File: src/rtl/clock_chunk_cache_table_unit_macros.svh
// ----------------------------------------------------------------------------
// Clock chunk cache table: assertion macros
// Concurrent assertion wrappers for the RTL; empty under synthesis.
// ----------------------------------------------------------------------------
`ifndef CLOCK_CHUNK_CACHE_TABLE_UNIT_MACROS_SVH
`define CLOCK_CHUNK_CACHE_TABLE_UNIT_MACROS_SVH
`ifndef SYNTHESIS
`define CCCT_ASSERT_IMPL(label, clk, rst, ante, cons) \
  label: assert property (@(posedge clk) disable iff (rst) (ante) |-> (cons)) \
    else $error("ccct: implication check failed");
`define CCCT_ASSERT_NEXT(label, clk, rst, ante, cons) \
  label: assert property (@(posedge clk) disable iff (rst) (ante) |=> (cons)) \
    else $error("ccct: next-cycle check failed");
`define CCCT_ASSERT_ONEHOT0(label, clk, rst, vec) \
  label: assert property (@(posedge clk) disable iff (rst) $onehot0(vec)) \
    else $error("ccct: one-hot check failed");
`else
`define CCCT_ASSERT_IMPL(label, clk, rst, ante, cons)
`define CCCT_ASSERT_NEXT(label, clk, rst, ante, cons)
`define CCCT_ASSERT_ONEHOT0(label, clk, rst, vec)
`endif
`endif

File: src/rtl/ccct_pkg.sv
// ----------------------------------------------------------------------------
// Clock chunk cache table package
// Shared types, request and status codes for the clock replacement table.
// ----------------------------------------------------------------------------
package ccct_pkg;

  localparam int NUM_CHUNKS = 1024;
  localparam int ADDR_W     = 10;
  localparam int CNT_W      = ADDR_W + 1;
  localparam int VIS_W      = CNT_W + 1;

  localparam int REG_CHUNKS_IN_USE = 0;

  localparam logic [2:0] REQ_HIT     = 3'd0;
  localparam logic [2:0] REQ_ALLOC   = 3'd1;
  localparam logic [2:0] REQ_RELEASE = 3'd2;
  localparam logic [2:0] REQ_FETCH   = 3'd3;
  localparam logic [2:0] REQ_BACKEND = 3'd4;
  localparam logic [2:0] REQ_STORE   = 3'd5;

  localparam logic [1:0] ST_EMPTY    = 2'd0;
  localparam logic [1:0] ST_FETCHING = 2'd1;
  localparam logic [1:0] ST_FILLING  = 2'd2;
  localparam logic [1:0] ST_VALID    = 2'd3;

  localparam logic [2:0] OC_OK        = 3'd0;
  localparam logic [2:0] OC_NO_VICTIM = 3'd1;
  localparam logic [2:0] OC_UNDERFLOW = 3'd2;
  localparam logic [2:0] OC_HIT_EMPTY = 3'd3;
  localparam logic [2:0] OC_PIN_SAT   = 3'd4;

  typedef struct packed {
    logic [2:0]        req_type;
    logic [ADDR_W-1:0] chunk_index;
  } in_t;

  typedef struct packed {
    logic [ADDR_W-1:0] result_index;
    logic [1:0]        chunk_state;
    logic              victim_was_used;
    logic [2:0]        outcome;
  } out_t;

  typedef enum logic [2:0] {
    S_CLEAR,
    S_IDLE,
    S_EXEC,
    S_SW_RD,
    S_SW_EV,
    S_GU_RD,
    S_GU_OUT
  } state_t;

  typedef struct packed {
    logic clear_step;
    logic accept;
    logic rd_hand;
    logic exec;
    logic sweep_adv;
    logic alloc_done;
    logic give_up;
  } cmd_t;

  typedef struct packed {
    logic clear_last;
    logic in_is_alloc;
    logic victim;
    logic exhausted;
    logic out_free;
  } sts_t;

endpackage

File: src/rtl/ccct_ctrl.sv
// ----------------------------------------------------------------------------
// Clock chunk cache table controller
// Sequences the clearing pass, single-entry requests and the clock sweep.
// ----------------------------------------------------------------------------
module ccct_ctrl (
  input  logic            clk,
  input  logic            rst,
  input  logic            in_valid,
  output logic            in_ready,
  input  ccct_pkg::sts_t  sts,
  output ccct_pkg::cmd_t  cmd
);

  ccct_pkg::state_t state;
  ccct_pkg::state_t state_next;

  always_ff @(posedge clk) begin
    if (rst) begin
      state <= ccct_pkg::S_CLEAR;
    end else begin
      state <= state_next;
    end
  end

  always_comb begin
    state_next = state;
    unique case (state)
      ccct_pkg::S_CLEAR: begin
        if (sts.clear_last) state_next = ccct_pkg::S_IDLE;
      end
      ccct_pkg::S_IDLE: begin
        if (in_valid) begin
          state_next = sts.in_is_alloc ? ccct_pkg::S_SW_RD : ccct_pkg::S_EXEC;
        end
      end
      ccct_pkg::S_EXEC: begin
        if (sts.out_free) state_next = ccct_pkg::S_IDLE;
      end
      ccct_pkg::S_SW_RD: begin
        state_next = ccct_pkg::S_SW_EV;
      end
      ccct_pkg::S_SW_EV: begin
        if (sts.victim) begin
          if (sts.out_free) state_next = ccct_pkg::S_IDLE;
        end else if (sts.exhausted) begin
          state_next = ccct_pkg::S_GU_RD;
        end else begin
          state_next = ccct_pkg::S_SW_RD;
        end
      end
      ccct_pkg::S_GU_RD: begin
        state_next = ccct_pkg::S_GU_OUT;
      end
      ccct_pkg::S_GU_OUT: begin
        if (sts.out_free) state_next = ccct_pkg::S_IDLE;
      end
      default: begin
        state_next = ccct_pkg::S_CLEAR;
      end
    endcase
  end

  always_comb begin
    in_ready       = 1'b0;
    cmd            = '0;
    unique case (state)
      ccct_pkg::S_CLEAR: begin
        cmd.clear_step = 1'b1;
      end
      ccct_pkg::S_IDLE: begin
        in_ready   = 1'b1;
        cmd.accept = in_valid;
      end
      ccct_pkg::S_EXEC: begin
        cmd.exec = sts.out_free;
      end
      ccct_pkg::S_SW_RD: begin
        cmd.rd_hand = 1'b1;
      end
      ccct_pkg::S_SW_EV: begin
        cmd.sweep_adv  = !sts.victim;
        cmd.alloc_done = sts.victim && sts.out_free;
      end
      ccct_pkg::S_GU_RD: begin
        cmd.rd_hand = 1'b1;
      end
      ccct_pkg::S_GU_OUT: begin
        cmd.give_up = sts.out_free;
      end
      default: begin
        cmd = '0;
      end
    endcase
  end

endmodule

File: config.mk
export PLATFORM = sky130hd
export DESIGN_NAME = ccct_ctrl
export DESIGN_NICKNAME = d
export VERILOG_FILES = /design/src/rtl/clock_chunk_cache_table_unit_macros.svh /design/src/rtl/ccct_pkg.sv /design/src/rtl/ccct_ctrl.sv
export SDC_FILE = /design/constraint.sdc
export NUM_CORES = 1
export LEC_CHECK = 0
export ABC_AREA = 1
export BUFFER_PORTS_ARGS = -buffer_cell sky130_fd_sc_hd__buf_2
export CAP_MARGIN = 20
export CORE_AREA = 5 5 42 44
export DETAILED_ROUTE_END_ITERATION = 10
export DIE_AREA = 0 0 47 49
export PLACE_DENSITY_LB_ADDON = 0.2
export SETUP_SLACK_MARGIN = 0.3
export SLEW_MARGIN = 15
export SYNTH_ARGS = -nofsm -noshare
export SYNTH_HDL_FRONTEND = slang
export SYNTH_SLANG_ARGS = --single-unit
File: constraint.sdc
create_clock -name clk -period 2.77 [get_ports clk]
set_clock_uncertainty 0.2 [all_clocks]
set_input_delay 0.1385 -clock clk [delete_from_list [all_inputs] [get_ports clk]]
set_output_delay 0.1385 -clock clk [all_outputs]
set_load 0.01 [all_outputs]
[Word-level counts from Yosys, hierarchy flattened]
Cells that the tools add are included.
Storage, ports and cells
  output and inout port bits: 8
  flip-flop bits (word level): 3
  word-level logic and storage cells: 29
Cells by class
  eq/ne operators: 8
  reductions and logical operators: 6
  multiplexer cells: 14
Operators with widths (count)
  $pmux 3 s6: 1
  $mux 3: 5
  $eq 3x3->1 const B: 3
  $mux 1: 7
  $eq 3x2->1 const B: 2
  $ne 2x2->1 const B: 2
  $reduce_or 2->1: 2
  $eq 3x1->1 const B: 1
  $logic_not 3->1: 1
  $mux 2: 1
  $reduce_and 2->1: 1
  $logic_and 1x1->1: 1
  $logic_not 1->1: 1

[Depth between registers and ports, before layout]
Gate-level depths: netlist of run 1.
  word-level depth: 3
  depth in mapped cells: 8
  mapped depth without buffers: 8

[Least setup slack after synthesis of run 1]
Ideal clock, no wire load.
  path type: flip-flop to output port
  start point: register state[2]
  end point: output cmd[1] (netlist name)
  cell stages (with the launch flop): 3
  path slack: 1.452 ns
  arrival time: 0.979 ns
  path buffers: 0
  cell sequence: dfxtp_1 > inv_2 > nor4_1
RTL lines
  from (decl): RTL line ccct_ctrl.sv:14  | ccct_pkg::state_t state;
  from (signal assigned): RTL line ccct_ctrl.sv:19  | state <= ccct_pkg::S_CLEAR;
  from (signal assigned): RTL line ccct_ctrl.sv:21  | state <= state_next;
  to (decl): RTL line ccct_ctrl.sv:11  | output ccct_pkg::cmd_t cmd

==> results of run 1 <==
## cells in the final DEF (no fill, tap or decap)
| cell type | instances |
|---|---|
| nand4_1 | 1 |
| nor4_1 | 1 |
| nand2_2 | 3 |
| nand3b_1 | 1 |
| nand3_2 | 1 |
| clkbuf_4 | 3 |
| dlygate4sd3_1 | 1 |
| a21oi_1 | 3 |
| o21ai_0 | 1 |
| nor2_2 | 2 |
| or2_2 | 1 |
| nand2_1 | 6 |
| inv_2 | 4 |
| buf_2 | 15 |
| inv_1 | 7 |
| nand3_1 | 6 |
| nor3_1 | 4 |
| dfxtp_1 | 3 |
| nor2_1 | 3 |
| o21ai_1 | 1 |
| clkbuf_1 | 1 |
## final cells by class
class	instances	area, µm²	area share, %
Clock buffer	4	26.3	6.42
Inverter	11	41.3	10.1
Multi-Input combinational cell	34	176	43.1
Sequential cell	3	60.1	14.7
Tap cell	16	20.0	4.89
Timing Repair Buffer	16	85.1	20.8
## cell families after synthesis
group	after synthesis	share of synthesized area, %
AOI/OAI and AO/OA	5	9.00
buffers and inverters	11	14.9
DFF	3	21.6
and+or+nand+nor	29	54.5
## worst min-delay path: cells and delay by family
kind / cells / cell delay, ns
AO/OA/AOI/OAI: 1 / 0.06
buffers and inverters: 2 / 0.12
AND/OR/NAND/NOR: 1 / 0.07
## through the flow
step / hold slack [ns] / instances / setup WS (ns)
after floorplan: 0.00757 / 48 / 1.45
after global placement: 0.135 / 79 / 1.45
after detailed placement: 0.133 / 79 / 1.42
after CTS: 0.00124 / 84 / 1.15
after global routing: 0.0211 / 84 / 1.02
final: 0.00477 / 84 / 1.17
## final timing paths
check / start / end / slack (ns) / depth (start not counted)
setup / recovery: state[2] / cmd[1] / 1.17 / 3
hold / removal: in_valid / state[0] / 0.005 / 4
setup reg to reg: state[2] / state[0] / 1.49 / 5
hold reg to reg: state[2] / state[2] / 0.47 / 4
## per-layer routing
layer / vias to the layer above / GRT usage, %
li1: 196 / -
met1: 162 / 8.57
met2: 8 / 11.8
met3: 4 / 1.48
met4: 0 / 8.29
met5: - / 0
## where the power goes
group | switching, W | total [W] | internal (W)
clock | 0.0000240 | 0.0000781 | 0.0000541
sequential | 0.0000101 | 0.0000591 | 0.0000491
combinational | 0.0000526 | 0.0000870 | 0.0000343
total | 0.0000867 | 0.000224 | 0.000137
==> results.json, run 1 <==
{
  "report.final.slew_viol_count": 0,
  "fin_area_um2": 409,
  "drive_gt1_share_pct": 42.6,
  "synth_top_flop_cell": "dfxtp_1",
  "wl_per_cell_um": 9.65,
  "synthArstFlopShare_pct": 0,
  "rsz0062_at_grt": "no",
  "fin_crit_ns": 1.60,
  "postSynthCellCount": 48,
  "clk_path_buf_depth": 2,
  "syn_nets": 56,
  "nets": 77,
  "ctsHtreeMaxLevel": 1,
  "worstSetupPathType": "reg -> out",
  "vias": 370,
  "power.density_mw_per_mm2": 548,
  "post_cts_buffers": 0,
  "postLayoutCoreUtil_pct": 29.2,
  "clkTransAtPathRegs_ns": 0.04,
  "synth-edff-count": 0,
  "start_util_pct": 19.8,
  "setup_viol": 0,
  "synth_area_leaders": "dfxtp_1 (22%), nand3_1 (11%), inv_1 (9.5%)",
  "die_height_um": 49,
  "dr.first_iter.drc_count": 4,
  "fill_cells": 184,
  "core-area_mm2": 0.00140,
  "power.leakage_nw": 0.234,
  "antenna_found_initial": 0,
  "drt-met1-wl_um": 322,
  "crit_fanout": 9,
  "ys_seq_elements": 3,
  "ys_types": 17,
  "fin_crit_sh_pct": 57.8,
  "numCtsBuffers": 3,
  "hpwl_um": 652,
  "ys_seq_area_share_pct": 21.6,
  "cts_resized": 0,
  "track_usage_pct": 7.96,
  "first_pass_iters": 2,
  "start_kind": "flip-flop",
  "status": "completed",
  "hold_viol": 0,
  "synth.most_common_cell": "inv_1",
  "grt_start_max_net_pins": 10,
  "synth_commonest_cells": "inv_1 (7), nand2_1 (6), nand3_1 (6), inv_2 (4), nor3_1 (4)",
  "viasPerCell": 4.40,
  "slowest_delay_ns": 0.45,
  "area.growth.synth_to_final_pct": 47.3,
  "clk_latency_ns": 0.23,
  "wirelength_um": 811,
  "slew_headroom_pct": 83.1,
  "cp_num_buf_inv": 2,
  "yosysWarnings": 0,
  "cp_slowest_cell": "dfxtp_1",
  "drc_errors": 0,
  "largest-register": "state",
  "top_regs": "state x3",
  "synth.largest_area_cell": "dfxtp_1",
  "top_signal_layer_used": "met4",
  "synth_area_um2": 278,
  "dieArea_mm2": 0.00230,
  "gp_congestion": 0.663,
  "antenna_left": 0,
  "tritoncts": "yes",
  "dpl_cell_area_um2": 373,
  "cap_violations": 0,
  "arrival_ns": 1.26,
  "die_w_um": 47,
  "synth_top_area_share_pct": 21.6,
  "required_ns": 2.43,
  "ctsHoldBuffers": 1,
  "fp-row-count": 14,
  "clock-sinks": 3,
  "hold_path_class": "in -> reg",
  "io_pins": 16,
  "path_cells": "inv_2, nor4_1, buf_2",
  "largest_reg_flops": 3,
  "diodes": 0,
  "port_buffers": 15,
  "grt_pass1_vias": 342,
  "overflow": 0,
  "path_delay_family": "flip-flops",
  "end_kind": "output pin",
  "tns_ns": 0,
  "met2_wirelength_um": 411,
  "met3WireLength_um": 48,
  "totalPowerFinal_w": 0.000224,
  "ctsRootBufferMaster": "clkbuf_4",
  "fmax_mhz": 624,
  "vdd_ir_drop_max_v": 0.000190,
  "max_slew.worst_pin.slew_ns": 0.254,
  "grt_pass1_wl_um": 1320,
  "synth_area_per_cell_um2": 5.79
}
No activity file was read; power rests on OpenSTA's default activity.
==> inputs of run 2 (changes only) <==
Settings changed: ABC_AREA 1 to 0.
Clock period 2.77 ns to 1.7 ns, I/O delays scaled along.
==> run 2 against run 1 <==
Core utilization up 1.9 points. Total power grew 41%. Critical endpoint is now cmd[6]. Highest routed layer is now met3. Critical path depth stayed put. Clock power rose by 55%. Worst setup slack got worse by 0.86 ns. Clock-buffer cell count stayed put. Largest power group is now clock. Sequential share of layout area grew 1.7 points.
==> results.json, run 2 <==
{
  "status": "completed",
  "die_w_um": 47,
  "synthArstFlopShare_pct": 0,
  "track_usage_pct": 6.96,
  "fmax_mhz": 721,
  "power.leakage_nw": 0.197,
  "antenna_left": 0,
  "synth.largest_area_cell": "dfxtp_1",
  "hold_path_class": "in -> reg",
  "rsz0062_at_grt": "yes",
  "yosysWarnings": 0,
  "power.density_mw_per_mm2": 726,
  "drive_gt1_share_pct": 55.9,
  "first_pass_iters": 4,
  "ys_seq_elements": 3,
  "cap_violations": 0,
  "fp-row-count": 14,
  "grt_pass1_wl_um": 1220,
  "start_util_pct": 18.6,
  "largest-register": "state",
  "setup_viol": 0,
  "wl_per_cell_um": 9.67,
  "viasPerCell": 4.35,
  "final_cell_mix": "buf_2 (14), nor2_1 (5), nor3_2 (4), a21oi_1 (4)",
  "end_kind": "output pin",
  "grt_start_max_net_pins": 13,
  "ys_types": 17,
  "start_kind": "flip-flop",
  "ctsRootBufferMaster": "clkbuf_4",
  "largest_reg_flops": 3,
  "antenna_found_initial": 0,
  "combPwrFrac_pct": 32.4,
  "crit_fanout": 5,
  "dieArea_mm2": 0.00230,
  "synth_area_per_cell_um2": 6.85,
  "clk_path_buf_depth": 2,
  "clkPwrFrac_pct": 38.4,
  "slew_headroom_pct": 83.9,
  "hpwl_um": 567,
  "synth_top_flop_cell": "dfxtp_1",
  "final_common_cell": "buf_2",
  "fin_crit_ns": 1.39,
  "numCtsBuffers": 3,
  "placed_cells": 67,
  "top_regs": "state x3",
  "die_height_um": 49,
  "switching_share_pct": 30.9,
  "clock-sinks": 3,
  "clkTransAtPathRegs_ns": 0.03,
  "synth_commonest_cells": "nor2_1 (6), nor3_1 (5), a21oi_1 (4)",
  "cp_slowest_cell": "dfxtp_4",
  "max_slew.worst_pin.slew_ns": 0.240,
  "nets": 68,
  "tns_ns": 0,
  "ys_seq_area_share_pct": 23.1,
  "wirelength_um": 725,
  "synth.most_common_cell": "nor2_1",
  "arrival_ns": 1.10,
  "power.switching_w": 0.0000976,
  "tritoncts": "yes",
  "drc_errors": 0,
  "diodes": 0,
  "synth-edff-count": 0,
  "port_buffers": 15,
  "seq_power_share_pct": 29.2,
  "vias": 326,
  "required_ns": 1.41,
  "fin_cells": 75,
  "ctsHtreeMaxLevel": 1,
  "report.final.slew_viol_count": 0,
  "postLayoutCoreUtil_pct": 31.1,
  "timing.hold.ws_ns": 0.0177,
  "gp_congestion": 0.696,
  "slowest_delay_ns": 0.34,
  "power.internal_w": 0.000219,
  "hold_viol": 0,
  "syn_nets": 46,
  "overflow": 0,
  "area.growth.synth_to_final_pct": 67.3,
  "synth_area_um2": 260,
  "path_cells": "buf_4, nor3_2, buf_2",
  "postSynthCellCount": 38,
  "clk_latency_ns": 0.23,
  "core-area_mm2": 0.00140,
  "vdd_ir_drop_max_v": 0.000217,
  "totalPowerFinal_w": 0.000316,
  "synth_top_area_share_pct": 23.1,
  "synth_area_leaders": "dfxtp_1 (23%), nor3_1 (9.6%), nor2_1 (8.7%)",
  "io_pins": 16,
  "worstSetupPathType": "reg -> out",
  "fin_crit_sh_pct": 81.6,
  "dr.first_iter.drc_count": 1,
  "grt_pass1_vias": 318
}
run 2: cell count changes in the layout (fill, tap and decap cells not counted), moves of 4 or more:
cell / previous run / this run
nand3_1: 6 / 0
inv_1: 7 / 2
nand2_1: 6 / 1
nor3_2: 0 / 4
run 2: cell families (layout without fill, tap and decap cells):
group | count (synthesis) | in the layout | synth area share, %
compound gates | 10 | 10 | 22.6
simple gates | 18 | 18 | 35.1
buf+inv | 5 | 26 | 11.5
flops | 3 | 3 | 23.1
mux | 1 | 1 | 4.33
xor+xnor | 1 | 1 | 3.37
run 2: timing repair:
item                                   4_1_cts  5_1_grt
setup endpoints to repair                    8        6
resized for setup                            5        9
endpoints found under the hold margin        3        0
pin swaps                                    0        1
hold buffers                                 2        0
buffers inserted                             0        2
run 2: through the flow:
| step | instance area (µm²) | setup WS (ns) |
|---|---|---|
| 2_1_floorplan | 260 | 0.425 |
| 3_3_place_gp | 337 | 0.285 |
| 3_5_place_dp | 337 | 0.255 |
| 4_1_cts | 389 | 0.258 |
| 5_1_grt | 435 | 0.273 |
| 6_report | 435 | 0.312 |
run 2: area by class of cell:
class	instances	area, µm²
inverters	3	11.3
fillers	167	966
repair buffers	19	119
well taps	16	20.0
flip-flops and latches	3	71.3
multi-input cells	30	188
clock buffers	4	26.3
run 2: power by group through the flow:
| stage | clock network [W] | logic [W] | registers [W] |
|---|---|---|---|
| after global placement | 0 | 0.0000847 | 0.0000942 |
| after detailed placement | 0 | 0.0000832 | 0.0000944 |
| after global routing | 0.000131 | 0.000115 | 0.0000938 |
| after floorplan | 0 | 0.0000652 | 0.0000843 |
| final | 0.000121 | 0.000102 | 0.0000924 |
| after CTS | 0.000129 | 0.0000876 | 0.0000941 |
run 2: path summary, 6_finish.rpt:
path / startpoint / to / slack, ns / cells after the start
worst max register to register: state[1] / state[2] / 0.37 / 4
worst max-delay path: state[0] / cmd[6] / 0.31 / 3
worst min-delay path: sts[4] / state[0] / 0.02 / 4
worst min register to register: state[0] / state[1] / 0.35 / 2
run 2: metal layers:
| metal | track usage [%] | vias up | routed length, µm |
|---|---|---|---|
| li1 | - | 173 | - |
| met1 | 8.10 | 149 | 289 |
| met2 | 11.1 | 4 | 400 |
| met3 | 1.48 | 0 | 35 |
| met4 | 4.15 | 0 | 0 |
| met5 | 0 | - | 0 |
run 2: worst max-delay path, delay by kind of cell, from the launching register on:
family        cells  cell delay (ns)
flops             1             0.34
buf+inv           2             0.31
simple gates      1             0.22
==> inputs of run 3 (changes only) <==
Clock period 1.7 ns to 1.4 ns, I/O delays scaled along.
==> run 3 against run 2 <==
Flip-flop and latch count unchanged. Register-to-register slack worse by 0.27 ns. Combinational power up 74%. First-iteration DRC count rose to 6.0 times the previous value. Critical endpoint is now cmd[4]. Highest routed layer is now met4.
==> results.json, run 3 (synthesized netlist as in run 2, its figures left out) <==
{
  "fp-row-count": 14,
  "tritoncts": "yes",
  "clk_path_buf_depth": 2,
  "clock-sinks": 3,
  "power.density_mw_per_mm2": 816,
  "fin_cells": 81,
  "max_slew.worst_pin.slew_ns": 0.222,
  "drive_gt1_share_pct": 66.2,
  "diodes": 0,
  "antenna_left": 0,
  "ctsRootBufferMaster": "clkbuf_4",
  "overflow": 0,
  "largest_reg_flops": 3,
  "final_common_cell": "buf_2",
  "cp_slowest_cell": "dfxtp_2",
  "placed_cells": 71,
  "hold_viol": 0,
  "ctsHtreeMaxLevel": 1,
  "start_kind": "flip-flop",
  "cap_violations": 0,
  "fmax_mhz": 736,
  "track_usage_pct": 8.59,
  "arrival_ns": 1.09,
  "numCtsBuffers": 3,
  "seq_power_share_pct": 24.5,
  "vdd_ir_drop_max_v": 0.000440,
  "dr.first_iter.drc_count": 6,
  "clkTransAtPathRegs_ns": 0.04,
  "clk_latency_ns": 0.23,
  "port_buffers": 15,
  "r2r_start": "state[1]",
  "viasPerCell": 4.46,
  "min_from": "sts[0]",
  "wirelength_um": 869,
  "cp_num_buf_inv": 2,
  "grt_pass1_wl_um": 1400,
  "rsz0062_at_grt": "yes",
  "wl_per_cell_um": 10.7,
  "fin_crit_ns": 1.36,
  "combPwrFrac_pct": 40.8,
  "drc_errors": 0,
  "die_height_um": 49,
  "largest-register": "state",
  "die_w_um": 47,
  "slowest_delay_ns": 0.33,
  "dieArea_mm2": 0.00230,
  "io_pins": 16,
  "worstSetupPathType": "reg -> out",
  "vias": 361,
  "top_regs": "state x3",
  "path_delay_family": "flip-flops",
  "first_pass_iters": 4,
  "switching_share_pct": 32.8,
  "power.internal_w": 0.000292,
  "fin_crit_sh_pct": 97.0,
  "hold_path_class": "in -> reg",
  "antenna_found_initial": 0,
  "status": "completed",
  "power.switching_w": 0.000142,
  "report.final.slew_viol_count": 0,
  "slew_headroom_pct": 85.1,
  "clkPwrFrac_pct": 34.6,
  "gp_congestion": 0.683,
  "setup_viol": 0,
  "nets": 74,
  "crit_fanout": 8,
  "power.leakage_nw": 0.247,
  "end_kind": "output pin",
  "start_util_pct": 18.6,
  "core-area_mm2": 0.00140,
  "grt_pass1_vias": 331,
  "area.growth.synth_to_final_pct": 104,
  "path_cells": "buf_6, xnor2_1, nor2_1, buf_2",
  "required_ns": 1.13,
  "totalPowerFinal_w": 0.000434,
  "grt_start_max_net_pins": 9,
  "startpoint": "state[2]",
  "final_cell_mix": "buf_2 (15), nor2_1 (5), buf_6 (5), nor3_2 (4)"
}
run 3: cell types whose count changed in the layout (fill, tap and decap cells not counted), moves of 2 or more:
cell,delta
buf_6,+4
nor3_4,+2
a21oi_2,+2
nor3_1,-2
a21oi_1,-2
run 3: power groups by stage:
stage               Sequential [W]  Clock (W)  Combinational [W]
floorplan                 0.000106          0          0.0000966
global placement          0.000111          0           0.000138
detailed placement        0.000110          0           0.000135
CTS                       0.000106   0.000157           0.000168
global route              0.000108   0.000167           0.000194
finish                    0.000106   0.000150           0.000177
run 3: layer usage:
layer  track usage (%)  part of all wire, %
met5                 0                    0
met1              10.7                   41
met2              10.9                   50
met3              3.69                  8.2
met4              6.91                 0.81
run 3: timing repair:
item / 4_1_cts / 5_1_grt
pin swaps: 3 / 6
endpoints found under the hold margin: 3 / 0
gates resized for setup: 13 / 6
endpoints found under the setup margin: 11 / 11
buffers inserted: 4 / 0
hold buffers: 2 / 0
run 3: path summary, 6_finish.rpt:
kind / end / depth (start not counted) / slack, ns
min reg2reg: state[1] / 3 / 0.47
max reg2reg: state[2] / 4 / 0.10
max: cmd[4] / 4 / 0.04
min: state[1] / 4 / 0.02
run 3: per-stage QoR:
stage / util (%) / area (µm²) / setup slack (ns) / hold WS (ns) / setup TNS, ns
2_1_floorplan: - / 295 / 0.204 / -0.00931 / 0
3_5_place_dp: 28.4 / 398 / 0.111 / 0.156 / 0
3_3_place_gp: 28.4 / 398 / 0.0740 / 0.165 / 0
4_1_cts: 36.3 / 508 / 0.0214 / -0.00609 / 0
6_report: 37.9 / 532 / 0.0413 / 0.0244 / 0
5_1_grt: 37.9 / 532 / -0.0251 / 0.0324 / -0.0756
run 3: layout make-up:
class | count | area (µm²)
multi-input combinational | 30 | 231
inverter | 3 | 11.3
sequential | 3 | 68.8
fill | 160 | 870
tap | 16 | 20.0
clock buffer | 4 | 26.3
timing repair buffer | 25 | 174
run 3: tightest hold or removal path: cells and delay by family:
kind | cells | cell delay, ns
and+or+nand+nor | 1 | 0.04
buffers and inverters | 1 | 0.15
AOI/OAI and AO/OA | 2 | 0.16
